===== config.mk =====
export PLATFORM = sky130hd
export DESIGN_NAME = uv_sphere_quad_generator
export DESIGN_NICKNAME = d
export VERILOG_FILES = /design/src/uvs_pkg.sv /design/src/uvs_front.sv /design/src/uvs_queue.sv /design/src/uvs_div.sv /design/src/uvs_back.sv /design/src/uv_sphere_quad_generator.sv
export SDC_FILE = /design/constraint.sdc
export NUM_CORES = 2
export LEC_CHECK = 0
export BUFFER_PORTS_ARGS = -buffer_cell sky130_fd_sc_hd__buf_4
export CORE_MARGIN = 4
export CORE_UTILIZATION = 60
export CTS_CLUSTER_DIAMETER = 80
export CTS_CLUSTER_SIZE = 8
export DETAILED_ROUTE_END_ITERATION = 12
export PLACE_DENSITY = 0.85
export SETUP_SLACK_MARGIN = 0.05
export SLEW_MARGIN = 30
export SYNTH_ARGS = -nofsm -noshare
export SYNTH_HDL_FRONTEND = slang
export SYNTH_SLANG_ARGS = --single-unit

===== constraint.sdc =====
create_clock -name clk -period 25.1 [get_ports clk]
set_clock_uncertainty 0.1 [all_clocks]
set_input_delay 3.765 -clock clk [delete_from_list [all_inputs] [get_ports clk]]
set_output_delay 3.765 -clock clk [all_outputs]
set_load 0.03 [all_outputs]

===== src/uvs_pkg.sv =====
// Package for the UV sphere quad generator: types, constants and shared functions.
package uvs_pkg;

  localparam int COORD_FRAC_BITS = 15;
  localparam int MAX_DIVISIONS   = 256;
  localparam int QDEPTH          = 2;

  localparam logic [8:0] SECTOR_RESET = 9'd32;
  localparam logic [8:0] STACK_RESET  = 9'd16;

  localparam logic [0:0] CFG_SECTOR_COUNT = 1'b0;
  localparam logic [0:0] CFG_STACK_COUNT  = 1'b1;

  localparam logic KIND_VERTEX = 1'b0;
  localparam logic KIND_INDEX  = 1'b1;

  localparam logic [30:0] Q30_ONE = 31'h4000_0000;
  localparam logic [30:0] POLY_A  = 31'd1686629713;
  localparam logic [30:0] POLY_B  = 31'd688904866;
  localparam logic [30:0] POLY_C  = 31'd76016977;

  typedef struct packed {
    logic [7:0] sector_index;
    logic [7:0] stack_index;
  } uvs_in_t;

  typedef struct packed {
    logic               result_kind;
    logic signed [15:0] pos_x;
    logic signed [15:0] pos_y;
    logic signed [15:0] pos_z;
    logic signed [15:0] tangent_x;
    logic signed [15:0] tangent_z;
    logic [16:0]        tex_u;
    logic [16:0]        tex_v;
    logic [17:0]        vertex_index;
    logic               out_of_range;
    logic               last_result;
  } uvs_out_t;

  typedef struct packed {
    logic [7:0]  s;
    logic [7:0]  t;
    logic [8:0]  sec;
    logic [8:0]  stk;
    logic [17:0] base;
    logic        oor;
  } uvs_job_t;

  typedef struct packed {
    logic       start;
    logic [8:0] x;
    logic [8:0] d;
    logic       sh31;
  } uvs_div_req_t;

  typedef struct packed {
    logic        done;
    logic [31:0] ang;
    logic [16:0] tex;
  } uvs_div_rsp_t;

  function automatic logic [8:0] clamp_count(input logic [8:0] c);
    if (c == 9'd0) return 9'd1;
    if ({4'b0, c} > 13'(MAX_DIVISIONS)) return 9'(MAX_DIVISIONS);
    return c;
  endfunction

  // Q60 magnitude to signed Q1.F field, round half away from zero, saturate positive
  function automatic logic [15:0] to_field(input logic [61:0] mag, input logic neg);
    logic [61:0] v;
    logic [61:0] sat;
    v   = (mag + (62'd1 << (59 - COORD_FRAC_BITS))) >> (60 - COORD_FRAC_BITS);
    sat = (62'd1 << COORD_FRAC_BITS) - 62'd1;
    if (v == 62'd0) return 16'd0;
    if (neg) return 16'(62'd0 - v);
    if (v > sat) return sat[15:0];
    return v[15:0];
  endfunction

  function automatic logic [1:0] idx_off(input logic [2:0] n);
    unique case (n)
      3'd0: return 2'd0;
      3'd1: return 2'd1;
      3'd2: return 2'd2;
      3'd3: return 2'd1;
      3'd4: return 2'd3;
      default: return 2'd2;
    endcase
  endfunction

endpackage


===== src/uvs_front.sv =====
// Front end: configuration registers, count clamping, range check and base index.
module uvs_front (
  input  logic              clk,
  input  logic              rst_n,
  input  logic              in_valid,
  output logic              in_stall,
  input  uvs_pkg::uvs_in_t  in_data,
  input  logic              cfg_valid,
  output logic              cfg_ready,
  input  logic [0:0]        cfg_index,
  input  logic [8:0]        cfg_data,
  input  logic              q_full,
  output logic              q_push,
  output uvs_pkg::uvs_job_t q_entry
);
  import uvs_pkg::*;

  logic [8:0]  sector_count_r, stack_count_r;
  logic [8:0]  sec, stk;
  logic [16:0] sum;

  assign cfg_ready = 1'b1;

  always_ff @(posedge clk) begin
    if (!rst_n) begin
      sector_count_r <= SECTOR_RESET;
      stack_count_r  <= STACK_RESET;
    end else if (cfg_valid) begin
      unique case (cfg_index)
        CFG_SECTOR_COUNT: sector_count_r <= cfg_data;
        CFG_STACK_COUNT:  stack_count_r  <= cfg_data;
      endcase
    end
  end

  assign sec = clamp_count(sector_count_r);
  assign stk = clamp_count(stack_count_r);
  assign sum = 17'(in_data.sector_index) * 17'(stk) + 17'(in_data.stack_index);

  assign in_stall = q_full;
  assign q_push   = in_valid && !q_full;

  always_comb begin
    q_entry.s    = in_data.sector_index;
    q_entry.t    = in_data.stack_index;
    q_entry.sec  = sec;
    q_entry.stk  = stk;
    q_entry.base = {sum[15:0], 2'b00};
    q_entry.oor  = ({1'b0, in_data.sector_index} >= sec) ||
                   ({1'b0, in_data.stack_index} >= stk);
  end

endmodule


===== src/uvs_queue.sv =====
// Short job queue between front and back end.
module uvs_queue (
  input  logic              clk,
  input  logic              rst_n,
  input  logic              push,
  input  uvs_pkg::uvs_job_t entry,
  output logic              full,
  output logic              valid,
  output uvs_pkg::uvs_job_t head,
  input  logic              pop
);
  import uvs_pkg::*;

  localparam int PW = (QDEPTH > 1) ? $clog2(QDEPTH) : 1;

  uvs_job_t        mem [QDEPTH];
  logic [PW-1:0]   wr_ptr_r, rd_ptr_r;
  logic [PW:0]     count_r;

  assign full  = (count_r == (PW+1)'(QDEPTH));
  assign valid = (count_r != '0);
  assign head  = mem[rd_ptr_r];

  always_ff @(posedge clk) begin
    if (push) mem[wr_ptr_r] <= entry;
  end

  always_ff @(posedge clk) begin
    if (!rst_n) begin
      wr_ptr_r <= '0;
      rd_ptr_r <= '0;
      count_r  <= '0;
    end else begin
      if (push) wr_ptr_r <= (wr_ptr_r == PW'(QDEPTH - 1)) ? '0 : wr_ptr_r + 1'b1;
      if (pop)  rd_ptr_r <= (rd_ptr_r == PW'(QDEPTH - 1)) ? '0 : rd_ptr_r + 1'b1;
      count_r <= count_r + (PW+1)'(push) - (PW+1)'(pop);
    end
  end

endmodule


===== src/uvs_div.sv =====
// Radix-2 serial divider giving rounded angle and texture fractions.
module uvs_div (
  input  logic                  clk,
  input  logic                  rst_n,
  input  uvs_pkg::uvs_div_req_t req,
  output uvs_pkg::uvs_div_rsp_t rsp
);
  import uvs_pkg::*;

  localparam int STEPS = 41;
  localparam logic [5:0] LAST_CNT  = 6'(STEPS - 1);
  localparam logic [5:0] CAP_CNT32 = 6'(STEPS - 1 - 16);
  localparam logic [5:0] CAP_CNT31 = 6'(STEPS - 1 - 15);

  logic        busy_r;
  logic        done_r;
  logic [5:0]  cnt_r;
  logic [40:0] dvd_r;
  logic [8:0]  rem_r, d_r, caprem_r;
  logic [31:0] q_r, ang_r;
  logic [16:0] capq_r, tex_r;
  logic [5:0]  capcnt_r;

  logic [9:0]  trial;
  logic        ge;
  logic [8:0]  rem_n;
  logic [31:0] q_n;
  logic [8:0]  half;

  assign trial = {rem_r, dvd_r[40]};
  assign ge    = trial >= {1'b0, d_r};
  assign rem_n = ge ? 9'(trial - {1'b0, d_r}) : trial[8:0];
  assign q_n   = {q_r[30:0], ge};
  assign half  = d_r >> 1;

  function automatic logic round_up(input logic [8:0] r, input logic [8:0] h,
                                    input logic [8:0] d);
    return ({1'b0, r} + {1'b0, h}) >= {1'b0, d};
  endfunction

  always_ff @(posedge clk) begin
    if (!rst_n) begin
      busy_r <= 1'b0;
      done_r <= 1'b0;
    end else begin
      done_r <= 1'b0;
      if (req.start && !busy_r) begin
        busy_r <= 1'b1;
      end else if (busy_r && cnt_r == LAST_CNT) begin
        busy_r <= 1'b0;
        done_r <= 1'b1;
      end
    end
  end

  always_ff @(posedge clk) begin
    if (req.start && !busy_r) begin
      cnt_r    <= '0;
      rem_r    <= '0;
      q_r      <= '0;
      d_r      <= req.d;
      dvd_r    <= req.sh31 ? {1'b0, req.x, 31'b0} : {req.x, 32'b0};
      capcnt_r <= req.sh31 ? CAP_CNT31 : CAP_CNT32;
    end else if (busy_r) begin
      cnt_r <= cnt_r + 6'd1;
      rem_r <= rem_n;
      q_r   <= q_n;
      dvd_r <= {dvd_r[39:0], 1'b0};
      if (cnt_r == capcnt_r) begin
        capq_r   <= q_n[16:0];
        caprem_r <= rem_n;
      end
      if (cnt_r == LAST_CNT) begin
        ang_r <= q_n + 32'(round_up(rem_n, half, d_r));
        tex_r <= capq_r + 17'(round_up(caprem_r, half, d_r));
      end
    end
  end

  assign rsp.done = done_r;
  assign rsp.ang  = ang_r;
  assign rsp.tex  = tex_r;

endmodule


===== src/uvs_back.sv =====
// Back end: sine evaluation on a shared multiplier, vertex and index sequencing.
module uvs_back (
  input  logic                  clk,
  input  logic                  rst_n,
  input  logic                  q_valid,
  input  uvs_pkg::uvs_job_t     q_head,
  output logic                  q_pop,
  output uvs_pkg::uvs_div_req_t div_req,
  input  uvs_pkg::uvs_div_rsp_t div_rsp,
  output logic                  out_valid,
  input  logic                  out_stall,
  output uvs_pkg::uvs_out_t     out_data
);
  import uvs_pkg::*;

  localparam logic [2:0] ST_IDLE   = 3'd0;
  localparam logic [2:0] ST_DSTART = 3'd1;
  localparam logic [2:0] ST_DIV    = 3'd2;
  localparam logic [2:0] ST_SIN    = 3'd3;
  localparam logic [2:0] ST_VTX    = 3'd4;
  localparam logic [2:0] ST_IDX    = 3'd5;
  localparam logic [2:0] ST_OOR    = 3'd6;

  logic [2:0] state_r, state_nxt;
  logic [2:0] cnt_r, cnt_nxt;
  logic [2:0] sub_r, sub_nxt;

  uvs_job_t    job_r;
  logic [31:0] ang_r [4];
  logic [16:0] tex_i_r [2];
  logic [16:0] tex_j_r [2];
  logic [30:0] si_r [2], ci_r [2], sj_r [2], cj_r [2];
  logic [1:0]  si_n_r, ci_n_r, sj_n_r, cj_n_r;
  logic [61:0] prod_r;
  logic [30:0] x_r, x2_r;
  logic [15:0] px_r;

  logic        out_valid_r;
  uvs_out_t    out_r, out_nxt;
  logic        out_free, out_load;

  logic [31:0] ang_sel;
  logic [30:0] x_in;
  logic [30:0] mul_a, mul_b;
  logic [61:0] mul_p;
  logic        mul_en;
  logic [31:0] r_raw;
  logic [30:0] r_mag;
  logic        ia, ja;
  logic [30:0] sp, cp, st, ct;
  logic        nsp, ncp, nst, nct;
  logic [1:0]  dk;

  assign out_free = !out_valid_r || !out_stall;

  assign ang_sel = ang_r[cnt_r[2:1]] + (cnt_r[0] ? 32'h4000_0000 : 32'h0);
  assign x_in    = ang_sel[30] ? (Q30_ONE - {1'b0, ang_sel[29:0]}) : {1'b0, ang_sel[29:0]};
  assign r_raw   = prod_r[61:30];
  assign r_mag   = (r_raw > {1'b0, Q30_ONE}) ? Q30_ONE : r_raw[30:0];
  assign mul_p   = mul_a * mul_b;

  assign ia  = cnt_r[0];
  assign ja  = cnt_r[1];
  assign sp  = sj_r[ja];
  assign cp  = cj_r[ja];
  assign st  = si_r[ia];
  assign ct  = ci_r[ia];
  assign nsp = sj_n_r[ja];
  assign ncp = cj_n_r[ja];
  assign nst = si_n_r[ia];
  assign nct = ci_n_r[ia];

  assign dk = cnt_r[1:0];

  always_comb begin
    state_nxt     = state_r;
    cnt_nxt       = cnt_r;
    sub_nxt       = sub_r;
    q_pop         = 1'b0;
    div_req.start = 1'b0;
    div_req.x     = {1'b0, dk[1] ? job_r.t : job_r.s} + 9'(dk[0]);
    div_req.d     = dk[1] ? job_r.stk : job_r.sec;
    div_req.sh31  = dk[1];
    out_load      = 1'b0;
    out_nxt       = '0;
    mul_a         = '0;
    mul_b         = '0;
    mul_en        = 1'b0;
    unique case (state_r)
      ST_IDLE: begin
        if (q_valid) begin
          q_pop     = 1'b1;
          cnt_nxt   = '0;
          sub_nxt   = '0;
          state_nxt = q_head.oor ? ST_OOR : ST_DSTART;
        end
      end
      ST_DSTART: begin
        div_req.start = 1'b1;
        state_nxt     = ST_DIV;
      end
      ST_DIV: begin
        if (div_rsp.done) begin
          if (cnt_r == 3'd3) begin
            cnt_nxt   = '0;
            state_nxt = ST_SIN;
          end else begin
            cnt_nxt   = cnt_r + 3'd1;
            state_nxt = ST_DSTART;
          end
        end
      end
      ST_SIN: begin
        mul_en  = (sub_r != 3'd4);
        sub_nxt = sub_r + 3'd1;
        unique case (sub_r)
          3'd0: begin mul_a = x_in;        mul_b = x_in; end
          3'd1: begin mul_a = POLY_C;      mul_b = prod_r[60:30]; end
          3'd2: begin mul_a = x2_r;        mul_b = POLY_B - prod_r[60:30]; end
          3'd3: begin mul_a = x_r;         mul_b = POLY_A - prod_r[60:30]; end
          default: begin
            sub_nxt = '0;
            if (cnt_r == 3'd7) begin
              cnt_nxt   = '0;
              state_nxt = ST_VTX;
            end else begin
              cnt_nxt = cnt_r + 3'd1;
            end
          end
        endcase
      end
      ST_VTX: begin
        unique case (sub_r)
          3'd0: begin
            mul_en = 1'b1; mul_a = sp; mul_b = ct; sub_nxt = 3'd1;
          end
          3'd1: begin
            mul_en = 1'b1; mul_a = sp; mul_b = st; sub_nxt = 3'd2;
          end
          default: begin
            if (out_free) begin
              out_load             = 1'b1;
              out_nxt.result_kind  = KIND_VERTEX;
              out_nxt.pos_x        = $signed(px_r);
              out_nxt.pos_y        = $signed(to_field({1'b0, cp, 30'b0}, ncp));
              out_nxt.pos_z        = $signed(to_field(prod_r, nsp ^ nst));
              if (sp != '0) begin
                out_nxt.tangent_x  = $signed(to_field({1'b0, st, 30'b0}, !nst ^ nsp));
                out_nxt.tangent_z  = $signed(to_field({1'b0, ct, 30'b0}, nct ^ nsp));
              end
              out_nxt.tex_u        = tex_i_r[ia];
              out_nxt.tex_v        = tex_j_r[ja];
              out_nxt.vertex_index = job_r.base + 18'(cnt_r[1:0]);
              sub_nxt              = '0;
              if (cnt_r == 3'd3) begin
                cnt_nxt   = '0;
                state_nxt = ST_IDX;
              end else begin
                cnt_nxt = cnt_r + 3'd1;
              end
            end
          end
        endcase
      end
      ST_IDX: begin
        if (out_free) begin
          out_load             = 1'b1;
          out_nxt.result_kind  = KIND_INDEX;
          out_nxt.vertex_index = job_r.base + 18'(idx_off(cnt_r));
          out_nxt.last_result  = (cnt_r == 3'd5);
          if (cnt_r == 3'd5) state_nxt = ST_IDLE;
          else cnt_nxt = cnt_r + 3'd1;
        end
      end
      ST_OOR: begin
        if (out_free) begin
          out_load             = 1'b1;
          out_nxt.out_of_range = 1'b1;
          out_nxt.last_result  = 1'b1;
          state_nxt            = ST_IDLE;
        end
      end
      default: state_nxt = ST_IDLE;
    endcase
  end

  always_ff @(posedge clk) begin
    if (!rst_n) begin
      state_r     <= ST_IDLE;
      cnt_r       <= '0;
      sub_r       <= '0;
      out_valid_r <= 1'b0;
    end else begin
      state_r <= state_nxt;
      cnt_r   <= cnt_nxt;
      sub_r   <= sub_nxt;
      if (out_load) out_valid_r <= 1'b1;
      else if (!out_stall) out_valid_r <= 1'b0;
    end
  end

  always_ff @(posedge clk) begin
    if (q_pop) job_r <= q_head;
    if (out_load) out_r <= out_nxt;
    if (mul_en) prod_r <= mul_p;
    if (state_r == ST_DIV && div_rsp.done) begin
      ang_r[dk] <= div_rsp.ang;
      if (dk[1]) tex_j_r[dk[0]] <= div_rsp.tex;
      else tex_i_r[dk[0]] <= div_rsp.tex;
    end
    if (state_r == ST_SIN && sub_r == 3'd0) x_r <= x_in;
    if (state_r == ST_SIN && sub_r == 3'd1) x2_r <= prod_r[60:30];
    if (state_r == ST_SIN && sub_r == 3'd4) begin
      unique case ({cnt_r[2], cnt_r[0]})
        2'b00: begin si_r[cnt_r[1]] <= r_mag; si_n_r[cnt_r[1]] <= ang_sel[31]; end
        2'b01: begin ci_r[cnt_r[1]] <= r_mag; ci_n_r[cnt_r[1]] <= ang_sel[31]; end
        2'b10: begin sj_r[cnt_r[1]] <= r_mag; sj_n_r[cnt_r[1]] <= ang_sel[31]; end
        default: begin cj_r[cnt_r[1]] <= r_mag; cj_n_r[cnt_r[1]] <= ang_sel[31]; end
      endcase
    end
    if (state_r == ST_VTX && sub_r == 3'd1) px_r <= to_field(prod_r, nsp ^ nct);
  end

  assign out_valid = out_valid_r;
  assign out_data  = out_r;

  a_done_in_div: assert property (@(posedge clk) disable iff (!rst_n)
    div_rsp.done |-> state_r == ST_DIV)
    else $error("divider result outside division wait");

  a_pop_next: assert property (@(posedge clk) disable iff (!rst_n)
    q_pop |=> (state_r == ST_DSTART || state_r == ST_OOR))
    else $error("job pop did not start processing");

  a_last_index: assert property (@(posedge clk) disable iff (!rst_n)
    (state_r == ST_IDX && cnt_r == 3'd5 && out_free) |=> out_valid_r && out_r.last_result)
    else $error("final index result not marked last");

  a_oor_last: assert property (@(posedge clk) disable iff (!rst_n)
    (out_valid_r && out_r.out_of_range) |-> out_r.last_result)
    else $error("flagged result not marked last");

endmodule


===== src/uv_sphere_quad_generator.sv =====
// Top level of the UV sphere quad generator.
//
//  channel  direction  handshake           payload
//  in_      input      in_valid/in_stall   uvs_in_t  (sector_index, stack_index)
//  out_     output     out_valid/out_stall uvs_out_t (vertex or index result)
//  cfg_     input      cfg_valid/cfg_ready cfg_index, cfg_data (9-bit count)
//
// An in-range quad takes four 41-step serial divisions for the angles and texture
// fractions, eight sine evaluations and two products per vertex on the one shared
// multiplier, then gives one index result per cycle while out_stall is low.
// An out-of-range quad gives a single flagged result, without any division.
// Reset is synchronous and active low; counts return to 32 sectors and 16 stacks.
// A two-entry queue lets the front take new quads while the back works or stalls.
module uv_sphere_quad_generator (
  input  logic              clk,
  input  logic              rst_n,
  input  logic              in_valid,
  output logic              in_stall,
  input  uvs_pkg::uvs_in_t  in_data,
  output logic              out_valid,
  input  logic              out_stall,
  output uvs_pkg::uvs_out_t out_data,
  input  logic              cfg_valid,
  output logic              cfg_ready,
  input  logic [0:0]        cfg_index,
  input  logic [8:0]        cfg_data
);
  import uvs_pkg::*;

  logic         q_full, q_push, q_valid, q_pop;
  uvs_job_t     q_entry, q_head;
  uvs_div_req_t div_req;
  uvs_div_rsp_t div_rsp;

  uvs_front u_front (
    .clk, .rst_n, .in_valid, .in_stall, .in_data,
    .cfg_valid, .cfg_ready, .cfg_index, .cfg_data,
    .q_full, .q_push, .q_entry
  );

  uvs_queue u_queue (
    .clk, .rst_n, .push(q_push), .entry(q_entry), .full(q_full),
    .valid(q_valid), .head(q_head), .pop(q_pop)
  );

  uvs_div u_div (
    .clk, .rst_n, .req(div_req), .rsp(div_rsp)
  );

  uvs_back u_back (
    .clk, .rst_n, .q_valid, .q_head, .q_pop, .div_req, .div_rsp,
    .out_valid, .out_stall, .out_data
  );

endmodule


==> flow_summary.json <==
{
  "netlist_area_um2": 79200,
  "crit_slowest_cell": "o221a_2",
  "synth_fa_ha_area_frac": 0.286,
  "globalRouteTotalUtil": 0.354,
  "cp_top_family": "adder cells",
  "ir_drop_uv": 97.8,
  "cp.arrival_ps": 13260,
  "setup.worst_path.start_class": "flip-flop",
  "wire_per_inst_um": 26.1,
  "fin_crit_ps": 12880,
  "p_per_area_nw_per_um2": 77.2,
  "dp_slack_ps": 12510,
  "viasPerCell": 6.39,
  "cts_sinks": 1001,
  "syn_avg_cell_area_um2": 10.7,
  "hold_buffers": 0,
  "core-area_um2": 131000,
  "synth_top_family_by_area": "adder cells",
  "fin_ws_ps": 12220,
  "post_cts_buffers": 0,
  "setup_tns_ps": 0,
  "maxSlewViolCount": 0,
  "async_flop_share": 0,
  "post_cts_resized": 0,
  "grt-ovfl-total": 0,
  "drive_above_1_share": 0.0972,
  "cts_root_buf": "clkbuf_16",
  "yosysUniqueCellTypes": 101,
  "io_buffers": 167,
  "yosys_register_bits": 1001,
  "cp_max_fo": 36,
  "netlist_instances": 7366,
  "die_x_um": 371,
  "maxSlewHeadroom": 0.262,
  "crit_required_ps": 25480,
  "fp.dieArea_um2": 138000,
  "place.gp.congestion": 1.02,
  "worst_pin_slew_ps": 1080,
  "synthToLayoutAreaGrowth_pct": 9.67,
  "hpwl_mm": 172,
  "wl_mm": 242,
  "p_leak_nw": 35.5,
  "synth_ff_type": "edfxtp_1",
  "cts-buffers-inserted": 144,
  "rows": 133,
  "synth-edff-count": 916,
  "hp-class": "reg -> reg",
  "cts_tree": "done",
  "cts-htree-levels": 4,
  "clk_pin_slew_ps": 50,
  "remaining_drc_errors": 0,
  "antenna_found_initial": 6,
  "cp-end-kind": "flip-flop",
  "status": "completed",
  "synth_mux_area_frac": 0.0387,
  "hold_violations": 0,
  "cts.path.max_buffers": 3,
  "grt_pass1_vias": 61300,
  "syn-num-nets": 8674,
  "synth_compound_area_frac": 0.0794,
  "drtIter0Drc": 7060,
  "use_met3": 0.114,
  "num_io_pins": 169,
  "final_nets": 8756,
  "min-delay-start": "u_front.sector_count_r[6]",
  "yosys.area_share.simple": 0.126,
  "met1_usage": 0.434,
  "fin_hold_ws_ps": 375,
  "clkLatencyLatePin_ps": 770,
  "die_h_um": 371,
  "rsz0062_at_grt": "no",
  "grt_pass1_wl_mm": 368,
  "firstDrtPassIters": 7,
  "grtUsageMet2": 0.545,
  "yosys_warnings": 0,
  "busiest_layer": "met2",
  "grt_max_degree": 79,
  "ant_nets": 0,
  "path_class": "reg -> reg",
  "ys_seq_area_frac": 0.369,
  "cp_common_cell": "fa_1",
  "power_w": 0.00670,
  "critPathMaxStageDelay_ps": 800,
  "synth-xor-area-share": 0.0297,
  "post-route-period-util": 0.513,
  "dr_total_vias": 59400,
  "crit_buf_inv": 8,
  "timing.fmax_mhz": 77.6,
  "setup_violations": 0,
  "initial_utilization": 0.603,
  "cap_violations": 0
}
-- stage by stage --
step | area (um2) | utilization | std cells
6_report | 86800 | 0.661 | 9286
5_1_grt | 86800 | 0.661 | 9277
4_1_cts | 86800 | 0.661 | 9275
3_5_place_dp | 82500 | 0.628 | 9056
3_3_place_gp | 82400 | 0.628 | 9052
2_1_floorplan | 79200 | - | 7366
-- worst paths after layout --
check        cells after the start  slack (ps)                        end
max reg2reg                     34       12220          u_back.prod_r[61]
min                              2         370  u_front.sector_count_r[6]
max                             34       12220          u_back.prod_r[61]
min reg2reg                      2         370  u_front.sector_count_r[6]
-- cell type report --
| class | instances | area (um2) |
|---|---|---|
| multi-input combinational | 4895 | 44600 |
| tap | 1755 | 2200 |
| timing repair buffer | 313 | 2390 |
| clock buffer | 203 | 3870 |
| fill | 9292 | 44500 |
| clock inverter | 16 | 402 |
| sequential | 1001 | 29200 |
| inverter | 1093 | 4100 |
| antenna | 10 | 25.0 |
-- worst min-delay path, cell delays in order (launching register included) --
cell     delay [ps]
dfxtp_1         320
nand2_1          60
a21oi_1          50
-- synthesized netlist by cell type, drive strengths merged (136+ instances only) --
master,number,share of area
inv,1088,0.052
edfxtp,916,0.35
fa,888,0.22
nand2,776,0.037
nor2,714,0.034
ha,389,0.061
clkbuf,306,0.015
a21oi,201,0.013
xnor2,164,0.018
o21ai,144,0.0091
and2,140,0.011
mux2i,136,0.017
-- report_power, final --
group	internal (W)	total, W	switching [W]
sequential	0.00207	0.00224	0.000167
combinational	0.000834	0.00263	0.00180
clock	0.00108	0.00183	0.000750
-- state kept, by name, indices dropped and copies added (netlist names), 50 cells and up, named ones only --
name and count:
u_back.si_r 62, u_back.ci_r 62, u_back.sj_r 62, u_back.ang_r 128, u_queue.mem 102, u_back.job_r 50, u_back.out_data 135
-- layout by cell type (no fill, tap or decap), drive strengths merged, types with 40 or more instances in the layout --
cell type  synthesis  final
nand4             52     52
nor4              41     41
mux2i            136    136
o22ai             44     44
nand2b            43     43
a21o              68     68
nor2b             62     62
clkbuf           306    203
o21ai            144    144
dfxtp             85     85
nor3              81     81
inv             1088   1090
nand2            776    776
fa               888    888
xnor2            164    164
ha               389    389
a22o              49     49
nand3            108    108
and3              49     49
a221oi            55     55
a31oi             40     40
mux2              86     86
xor2             104    104
edfxtp           916    916
a21oi            201    201
nor2             714    714
buf               71    313
and2             140    140
-- metal layers --
| layer | wire [um] | vias to the layer above | share of wire |
|---|---|---|---|
| li1 | - | 24700 | - |
| met5 | 0 | - | 0 |
| met1 | 82700 | 29300 | 0.34 |
| met4 | 19300 | 0 | 0.080 |
| met3 | 31300 | 1156 | 0.13 |
| met2 | 109000 | 4254 | 0.45 |
-- cell families (layout without fill, tap and decap cells) --
logic type      count (synthesis)  count (layout)
compound gates                897             897
xor+xnor                      268             268
fa+ha+maj                    1277            1277
buf+inv                      1470            1625
flops                        1001            1001
mux                           254             254
other cells                     1              11
simple gates                 2198            2198
Power figures use the tool's default switching activity.
